### config.mk
export PLATFORM = sky130hd
export DESIGN_NAME = button_debounce_click_detector_unit
export DESIGN_NICKNAME = d
export VERILOG_FILES = /design/src/hw/rtl/btn_dbc_pkg.sv /design/src/hw/rtl/button_debounce_click_detector_unit.sv
export SDC_FILE = /design/constraint.sdc
export NUM_CORES = 1
export LEC_CHECK = 0
export BUFFER_PORTS_ARGS = -buffer_cell sky130_fd_sc_hd__buf_2
export CAP_MARGIN = 20
export CORE_MARGIN = 5
export CORE_UTILIZATION = 30
export DETAILED_ROUTE_END_ITERATION = 16
export PLACE_DENSITY = 0.56
export SLEW_MARGIN = 15
export SYNTH_ARGS = -nofsm -noshare
export SYNTH_HDL_FRONTEND = slang
export SYNTH_SLANG_ARGS = --single-unit
### constraint.sdc
create_clock -name i_clk -period 15.15 [get_ports i_clk]
set_clock_uncertainty 0.05 [all_clocks]
set_input_delay 0.7575 -clock i_clk [delete_from_list [all_inputs] [get_ports i_clk]]
set_output_delay 0.7575 -clock i_clk [all_outputs]
set_load 0.02 [all_outputs]
### src/hw/rtl/btn_dbc_pkg.sv
// Shared types and constants for the button debounce and click detector.
// No dependencies; imported by button_debounce_click_detector_unit.
`default_nettype none

package btn_dbc_pkg;

    // Item modes
    localparam logic [1:0] MODE_UPDATE = 2'd0;
    localparam logic [1:0] MODE_PRIME  = 2'd1;
    localparam logic [1:0] MODE_CLEAR  = 2'd2;

    // Register indexes on the APB port (byte address = 4 * index)
    localparam logic [2:0] REG_ACTIVE_LOW  = 3'd0;
    localparam logic [2:0] REG_DEBOUNCE    = 3'd1;
    localparam logic [2:0] REG_LONG_PRESS  = 3'd2;
    localparam logic [2:0] REG_MULTI_CLICK = 3'd3;
    localparam logic [2:0] REG_BOOT_HOLD   = 3'd4;

    localparam int unsigned ADDR_W = 5;

    // Register reset values
    localparam logic        RST_ACTIVE_LOW  = 1'b1;
    localparam logic [15:0] RST_DEBOUNCE    = 16'd50;
    localparam logic [31:0] RST_LONG_PRESS  = 32'd1000;
    localparam logic [15:0] RST_MULTI_CLICK = 16'd300;
    localparam logic [31:0] RST_BOOT_HOLD   = 32'd3000;

    localparam logic [7:0] TALLY_MAX = 8'hFF;

    // Event codes
    typedef enum logic [2:0] {
        EV_NONE    = 3'd0,
        EV_PRESS   = 3'd1,
        EV_RELEASE = 3'd2,
        EV_LONG    = 3'd3,
        EV_DOUBLE  = 3'd4,
        EV_MULTI   = 3'd5,
        EV_BOOT    = 3'd6
    } t_event;

    // Button tracking state
    typedef struct packed {
        logic        raw_seen;
        logic        stable_level;
        logic        is_held;
        logic        long_fired;
        logic [31:0] change_stamp;
        logic [31:0] press_stamp;
        logic [31:0] release_stamp;
        logic [31:0] start_stamp;
        logic [31:0] held_length;
        logic [7:0]  click_tally;
        logic [7:0]  last_tally;
        logic        boot_armed;
        logic        boot_fired;
    } t_state;

    localparam t_state STATE_ZERO = '0;

endpackage

`default_nettype wire

### src/hw/rtl/button_debounce_click_detector_unit.sv
// Button debounce, long press, multi-click and boot-hold detector, top level.
// An accepted input word is held in the input register; its result word is written to
// the result register once the result slot is empty or being drained. Throughput: one
// word per cycle while the result side does not stall, set by the combinational state
// update between the two registers. Synchronous active-low reset clears the button
// state and the handshake; config registers return to defaults.
// Depends on btn_dbc_pkg.
`default_nettype none

module button_debounce_click_detector_unit
    import btn_dbc_pkg::*;
(
    input  wire logic                i_clk,
    input  wire logic                i_rst_n,
    // Input channel
    input  wire logic                i_valid,
    output logic                     o_ready,
    input  wire logic [1:0]          i_mode,
    input  wire logic                i_pin_level,
    input  wire logic [31:0]         i_now_ms,
    // Result channel
    output logic                     o_valid,
    input  wire logic                i_ready,
    output logic [2:0]               o_event_res,
    output logic                     o_pressed,
    output logic [7:0]               o_done_clicks,
    output logic [7:0]               o_last_click_total,
    output logic [31:0]              o_held_duration,
    output logic [31:0]              o_last_held_duration,
    // APB config port
    input  wire logic                psel,
    input  wire logic                penable,
    input  wire logic                pwrite,
    input  wire logic [ADDR_W-1:0]   paddr,
    input  wire logic [31:0]         pwdata,
    output logic [31:0]              prdata,
    output logic                     pready
);

    // Config registers
    logic        r_active_low;
    logic [15:0] r_debounce;
    logic [31:0] r_long_press;
    logic [15:0] r_multi_click;
    logic [31:0] r_boot_hold;

    logic [2:0] w_reg_idx;
    logic       w_cfg_wr;

    assign pready    = 1'b1;
    assign w_reg_idx = paddr[ADDR_W-1:2];
    assign w_cfg_wr  = psel && penable && pwrite;

    always_ff @(posedge i_clk) begin
        if (!i_rst_n) begin
            r_active_low  <= RST_ACTIVE_LOW;
            r_debounce    <= RST_DEBOUNCE;
            r_long_press  <= RST_LONG_PRESS;
            r_multi_click <= RST_MULTI_CLICK;
            r_boot_hold   <= RST_BOOT_HOLD;
        end else if (w_cfg_wr) begin
            case (w_reg_idx)
                REG_ACTIVE_LOW:  r_active_low  <= pwdata[0];
                REG_DEBOUNCE:    r_debounce    <= pwdata[15:0];
                REG_LONG_PRESS:  r_long_press  <= pwdata;
                REG_MULTI_CLICK: r_multi_click <= pwdata[15:0];
                REG_BOOT_HOLD:   r_boot_hold   <= pwdata;
                default: ;
            endcase
        end
    end

    // Register readback
    always_comb begin
        case (w_reg_idx)
            REG_ACTIVE_LOW:  prdata = {31'd0, r_active_low};
            REG_DEBOUNCE:    prdata = {16'd0, r_debounce};
            REG_LONG_PRESS:  prdata = r_long_press;
            REG_MULTI_CLICK: prdata = {16'd0, r_multi_click};
            REG_BOOT_HOLD:   prdata = r_boot_hold;
            default:         prdata = 32'd0;
        endcase
    end

    // Input register
    logic        r_in_valid;
    logic [1:0]  r_in_mode;
    logic        r_in_pin;
    logic [31:0] r_in_now;

    // Result register
    logic        r_out_valid;
    t_event      r_out_event;
    logic        r_out_pressed;
    logic [7:0]  r_out_final;
    logic [7:0]  r_out_last_tally;
    logic [31:0] r_out_held_dur;
    logic [31:0] r_out_last_held;

    t_state r_st;
    t_state n_st;
    t_event n_event;
    logic [7:0]  n_final;
    logic [31:0] n_held_dur;

    logic w_adv;

    // Advance when the result slot is empty or being drained
    assign w_adv   = r_in_valid && (!r_out_valid || i_ready);
    assign o_ready = !r_in_valid || w_adv;

    always_ff @(posedge i_clk) begin
        if (!i_rst_n) begin
            r_in_valid <= 1'b0;
        end else if (o_ready) begin
            r_in_valid <= i_valid;
        end
    end

    always_ff @(posedge i_clk) begin
        if (i_valid && o_ready) begin
            r_in_mode <= i_mode;
            r_in_pin  <= i_pin_level;
            r_in_now  <= i_now_ms;
        end
    end

    // Step logic
    logic        w_raw_p;
    logic        w_chg;
    logic [31:0] w_since_chg;
    logic        w_edge;
    logic        w_press_edge;
    logic        w_rel_edge;
    logic [31:0] w_since_press;
    logic [31:0] w_since_prev_rel;
    logic [31:0] w_since_rel;
    logic [31:0] w_since_start;
    logic [31:0] w_held_dur_raw;
    logic [31:0] w_window;

    assign w_raw_p          = r_active_low ? !r_in_pin : r_in_pin;
    assign w_window         = {16'd0, r_multi_click};
    assign w_chg            = w_raw_p != r_st.raw_seen;
    // A fresh change restarts the debounce count at zero
    assign w_since_chg      = w_chg ? 32'd0 : (r_in_now - r_st.change_stamp);
    assign w_edge           = (w_since_chg >= {16'd0, r_debounce})
                              && (w_raw_p != r_st.stable_level);
    assign w_press_edge     = w_edge && w_raw_p;
    assign w_rel_edge       = w_edge && !w_raw_p;
    assign w_since_press    = w_press_edge ? 32'd0 : (r_in_now - r_st.press_stamp);
    assign w_since_prev_rel = r_in_now - r_st.release_stamp;
    assign w_since_rel      = w_rel_edge ? 32'd0 : w_since_prev_rel;
    assign w_since_start    = r_in_now - r_st.start_stamp;
    assign w_held_dur_raw   = r_in_now - n_st.press_stamp;

    always_comb begin
        n_st       = r_st;
        n_event    = EV_NONE;
        n_final    = 8'd0;
        case (r_in_mode)
            MODE_PRIME: begin
                n_st              = STATE_ZERO;
                n_st.start_stamp  = r_in_now;
                n_st.raw_seen     = w_raw_p;
                n_st.stable_level = w_raw_p;
                n_st.is_held      = w_raw_p;
                n_st.press_stamp  = r_in_now;
                n_st.change_stamp = r_in_now;
                n_st.boot_armed   = w_raw_p;
            end
            MODE_CLEAR: begin
                n_st             = STATE_ZERO;
                n_st.start_stamp = r_in_now;
            end
            MODE_UPDATE: begin
                // Raw level tracking
                n_st.raw_seen = w_raw_p;
                if (w_chg) begin
                    n_st.change_stamp = r_in_now;
                end
                // Debounced edges
                if (w_press_edge) begin
                    n_st.stable_level = 1'b1;
                    n_st.is_held      = 1'b1;
                    n_st.long_fired   = 1'b0;
                    n_st.press_stamp  = r_in_now;
                    n_event           = EV_PRESS;
                end else if (w_rel_edge) begin
                    n_st.stable_level  = 1'b0;
                    n_st.is_held       = 1'b0;
                    n_st.release_stamp = r_in_now;
                    n_st.held_length   = r_in_now - r_st.press_stamp;
                    if (r_st.long_fired) begin
                        n_st.click_tally = 8'd0;
                    end else if (r_st.click_tally == 8'd0 || w_since_prev_rel < w_window) begin
                        if (r_st.click_tally != TALLY_MAX) begin
                            n_st.click_tally = r_st.click_tally + 8'd1;
                        end
                    end else begin
                        n_st.click_tally = 8'd1;
                    end
                    n_st.boot_armed = 1'b0;
                    n_event         = EV_RELEASE;
                end
                // Long press, once per press
                if (n_st.is_held && !n_st.long_fired && w_since_press >= r_long_press) begin
                    n_st.long_fired  = 1'b1;
                    n_st.click_tally = 8'd0;
                    n_event          = EV_LONG;
                end
                // Boot hold, once after priming
                if (n_st.boot_armed && !r_st.boot_fired && n_st.is_held
                    && w_since_start >= r_boot_hold) begin
                    n_st.boot_fired = 1'b1;
                    n_event         = EV_BOOT;
                end
                // Finalize the click sequence once the window expires
                if (n_st.click_tally != 8'd0 && !n_st.is_held && w_since_rel >= w_window) begin
                    n_final          = n_st.click_tally;
                    n_st.last_tally  = n_st.click_tally;
                    n_st.click_tally = 8'd0;
                    if (n_final == 8'd2) begin
                        n_event = EV_DOUBLE;
                    end else if (n_final > 8'd2) begin
                        n_event = EV_MULTI;
                    end
                end
            end
            default: ;
        endcase
        n_held_dur = n_st.is_held ? w_held_dur_raw : 32'd0;
    end

    // State update
    always_ff @(posedge i_clk) begin
        if (!i_rst_n) begin
            r_st <= STATE_ZERO;
        end else if (w_adv) begin
            r_st <= n_st;
        end
    end

    // Result register
    always_ff @(posedge i_clk) begin
        if (!i_rst_n) begin
            r_out_valid <= 1'b0;
        end else if (w_adv) begin
            r_out_valid <= 1'b1;
        end else if (i_ready) begin
            r_out_valid <= 1'b0;
        end
    end

    always_ff @(posedge i_clk) begin
        if (w_adv) begin
            r_out_event      <= n_event;
            r_out_pressed    <= n_st.is_held;
            r_out_final      <= n_final;
            r_out_last_tally <= n_st.last_tally;
            r_out_held_dur   <= n_held_dur;
            r_out_last_held  <= n_st.held_length;
        end
    end

    assign o_valid              = r_out_valid;
    assign o_event_res          = r_out_event;
    assign o_pressed            = r_out_pressed;
    assign o_done_clicks        = r_out_final;
    assign o_last_click_total   = r_out_last_tally;
    assign o_held_duration      = r_out_held_dur;
    assign o_last_held_duration = r_out_last_held;

    // Assertions
    a_held_matches_stable: assert property (@(posedge i_clk) disable iff (!i_rst_n)
        r_st.is_held == r_st.stable_level)
        else $error("held flag and debounced level disagree");

    a_long_clears_tally: assert property (@(posedge i_clk) disable iff (!i_rst_n)
        (r_st.is_held && r_st.long_fired) |-> (r_st.click_tally == 8'd0))
        else $error("click tally nonzero during a long press");

    a_press_event_pressed: assert property (@(posedge i_clk) disable iff (!i_rst_n)
        (r_out_valid && r_out_event == EV_PRESS) |-> r_out_pressed)
        else $error("press event without pressed state");

    a_final_tracks_last: assert property (@(posedge i_clk) disable iff (!i_rst_n)
        (r_out_valid && r_out_final != 8'd0) |-> (r_out_last_tally == r_out_final))
        else $error("finalized count not recorded as last total");

    a_input_drains: assert property (@(posedge i_clk) disable iff (!i_rst_n)
        (r_in_valid && !r_out_valid) |=> r_out_valid)
        else $error("buffered word did not reach the result register");

endmodule

`default_nettype wire

==> results.md <==
- Reg-to-Reg Start: r_in_now[0]
- Slew @ Worst Pin: around 1100 ps
- Power density over cell area: slightly below 100 nW/um2
- Root Buffer: clkbuf_16
- CORE AREA: between 90000 and 100000 um2
- H-tree depth: 2
- Sequential area share after synthesis: between 30 and 40%
- Worst EP arrival: around 11000 ps
- Grt ovf: 0
- Total leakage power: between 10 and 15 nW
- Die Span Y: slightly above 300 um
- EDFF count, synth: between 100 and 150
- Seq cells post-synth: 400
- Final hold violation count: 0
- Unrepaired setup endpoints after global routing: no
- Max stage delay on crit path: 560 ps
- Die area: just under 100000 um2
- Fill cells: approximately 9500
- Number of distinct library cells after synthesis: 89
- Crit share post-route: between 60 and 70%
- Share of cells above drive strength 1: between 10 and 15%
- CP max-delay cell: or4_1
- Synth top area share: between 20% and 30%
- Crit start category: flip-flop
- Clock Pin Slew Worst Setup and Hold Paths: approximately 60 ps
- Worst setup EP type: flip-flop
- Ys Warns: 0
- Detailed Route WL: slightly below 90 mm
- Syn Nets: 3644
- CP startpoint: r_in_now[0]
- Post-DR wirelength/cell: approximately 19 um
- Port Buffers: approximately 190
- TritonCTS clock tree: built
- Crit path required time: between 15000 and 20000 ps
- Area contributors post-synth: dfxtp_1, edfxtp_1, ha_1, nand2_1, a21boi_0
- Drt first-iter violations: ~1700
- Achievable Freq: between 0.09 and 0.1 GHz
- Pins Over Slew Limit: 0
- Number of cell rows: 110
- GPL Wtd Cong: between 0.9 and 1
- Layout area overhead: 14.7%
- First-pass detailed-route iteration total: 5
- VDD IR max: between 50 and 60 uV
- Synth area leader: dfxtp_1
- Min-Delay Path Class: in -> reg
- Avg Cell Area, Syn: roughly 8.3 um2
- Max_slew headroom: 26.8%
- Critical path type: reg -> reg
- Die width: approximately 310 um
- Final nets: ~3800
- Worst hold path depth: 1
- # setup viols final: 0
- Largest net degree at the start of global routing: roughly 110
- Synth Cell Area: around 27000 um2
- Worst-Skew Late Latency: about 590 ps
- Reg2reg path depth: between 40 and 50
- Fraction of registers with async set/reset: 0%
- Post-cts sizing count: 0
- TNS Setup: 0 ps
- Hold Crit Start: i_now_ms[25]
- Via Count: 23800
- First-pass GRT wire length: about 130 mm
- Mapped Cells: roughly 3300
- TritonCTS Buffers: 47
- Residual DRC: 0
- DR vias/cell: 5.11
- GRT Total Usage: 17.5%
- Clock Path Buffers: 3
- DPL Wire Length: about 66 mm
- Commonest cells post-synth: nand2_1, dfxtp_1, ha_1, inv_1, a21boi_0
- Final min period: around 10000 ps
- Status: finished, final reports clean
- Max cap viols: 0
- Pwr Total: ~3.1 mW
- Most numerous cell in the Yosys netlist: nand2_1
- Critical-path maximum fanout: 32
- Synth Flop Type: dfxtp_1
- Top-Level Pins: about 200
- Vias in the first global route: around 22000
- ANT nets after route: 0
- Setup bufs post-CTS: 0
- Crit path top cell by count: a21oi_1
- Initial antenna violation count: 8
- Hold_buf cts: 0
- Clock sink count: 400
- Initial Util: about 30%
## layout make-up
type	instances	area, um2	share of cell area, %
antenna	5	12.5	0.0401
clock buffer	65	1350	4.32
clock inverter	19	333	1.07
inverter	260	976	3.13
multi-input combinational	2478	16500	52.8
sequential	400	9200	29.5
tap	1176	1470	4.72
timing repair buffer	245	1360	4.36
## registers in the layout, summed over array words and instances (netlist names), 2 cells and up
register and cells:
r_multi_click 16, o_last_click_total 8, o_last_held_duration 32, o_event_res 3, o_done_clicks 8, r_boot_hold 32
o_held_duration 32, r_long_press 32, r_in_now 32, r_in_mode 2, r_debounce 16, r_st 182
## where the power goes
group          leakage [nW]  total, mW  switching, mW  internal, mW
logic                  7.38      0.703          0.438         0.264
registers              3.44       1.15         0.0176          1.13
clock network         0.814       1.25          0.473         0.773
total                  11.6       3.10          0.929          2.17
## final timing paths
check / slack (ps) / endpoint
worst max-delay path: 4710 / o_held_duration[30]
worst max register to register: 4710 / o_held_duration[30]
worst min-delay path: 310 / r_in_now[25]
worst min register to register: 400 / r_st[4]
## per-layer routing
metal	up-vias	part of all wire [%]	wire length, um	global-route usage [%]
li1	11900	-	-	-
met1	11200	44	38400	22.1
met4	8	3.8	3360	6.08
met3	133	4.3	3820	2.62
met2	521	48	42200	30.3
met5	-	0.077	68	0
## per-stage QoR
| stage | worst slack [ps] | hold WS, ps | area [um2] | std cells | utilization [%] |
|---|---|---|---|---|---|
| after floorplan | 6610 | 382 | 27200 | 3288 | - |
| after global placement | 4790 | 390 | 29500 | 4559 | 32.8 |
| after detailed placement | 4830 | 394 | 29500 | 4559 | 32.8 |
| after CTS | 4820 | 262 | 31200 | 4643 | 34.6 |
| after global routing | 4100 | 275 | 31200 | 4643 | 34.6 |
| final | 4710 | 306 | 31200 | 4648 | 34.6 |
## logic make-up (layout without fill, tap and decap cells)
kind of cell / count (synthesis) / in the layout / synth area share [%]
mux: 25 / 25 / 0.976
other cells: 1 / 6 / 0.0138
compound gates: 929 / 929 / 23.2
flops: 400 / 400 / 33.8
fa+ha+maj: 277 / 277 / 12.9
xor+xnor: 122 / 122 / 3.93
simple gates: 1124 / 1124 / 19.3
buf+inv: 410 / 589 / 5.77
## worst max-delay path: cells and delay by family (launching register included)
kind	cells	cell delay, ps
AND/OR/NAND/NOR	9	1840
adder cells (fa/ha/maj)	5	1340
AO/OA/AOI/OAI	23	5500
flip-flops	1	540
buffers and inverters	2	590
XOR/XNOR	2	300
## cells in the final DEF (no fill, tap or decap), drive strengths merged, types with 78 or more instances in the layout
master,count
nand2,475
dfxtp,281
ha,272
inv,260
buf,245
a21boi,184
nor2,170
o21ai,162
a21oi,158
nor2b,121
edfxtp,119
nand3,117
a22oi,102
xnor2,78
(Power assumes the default switching activity.)
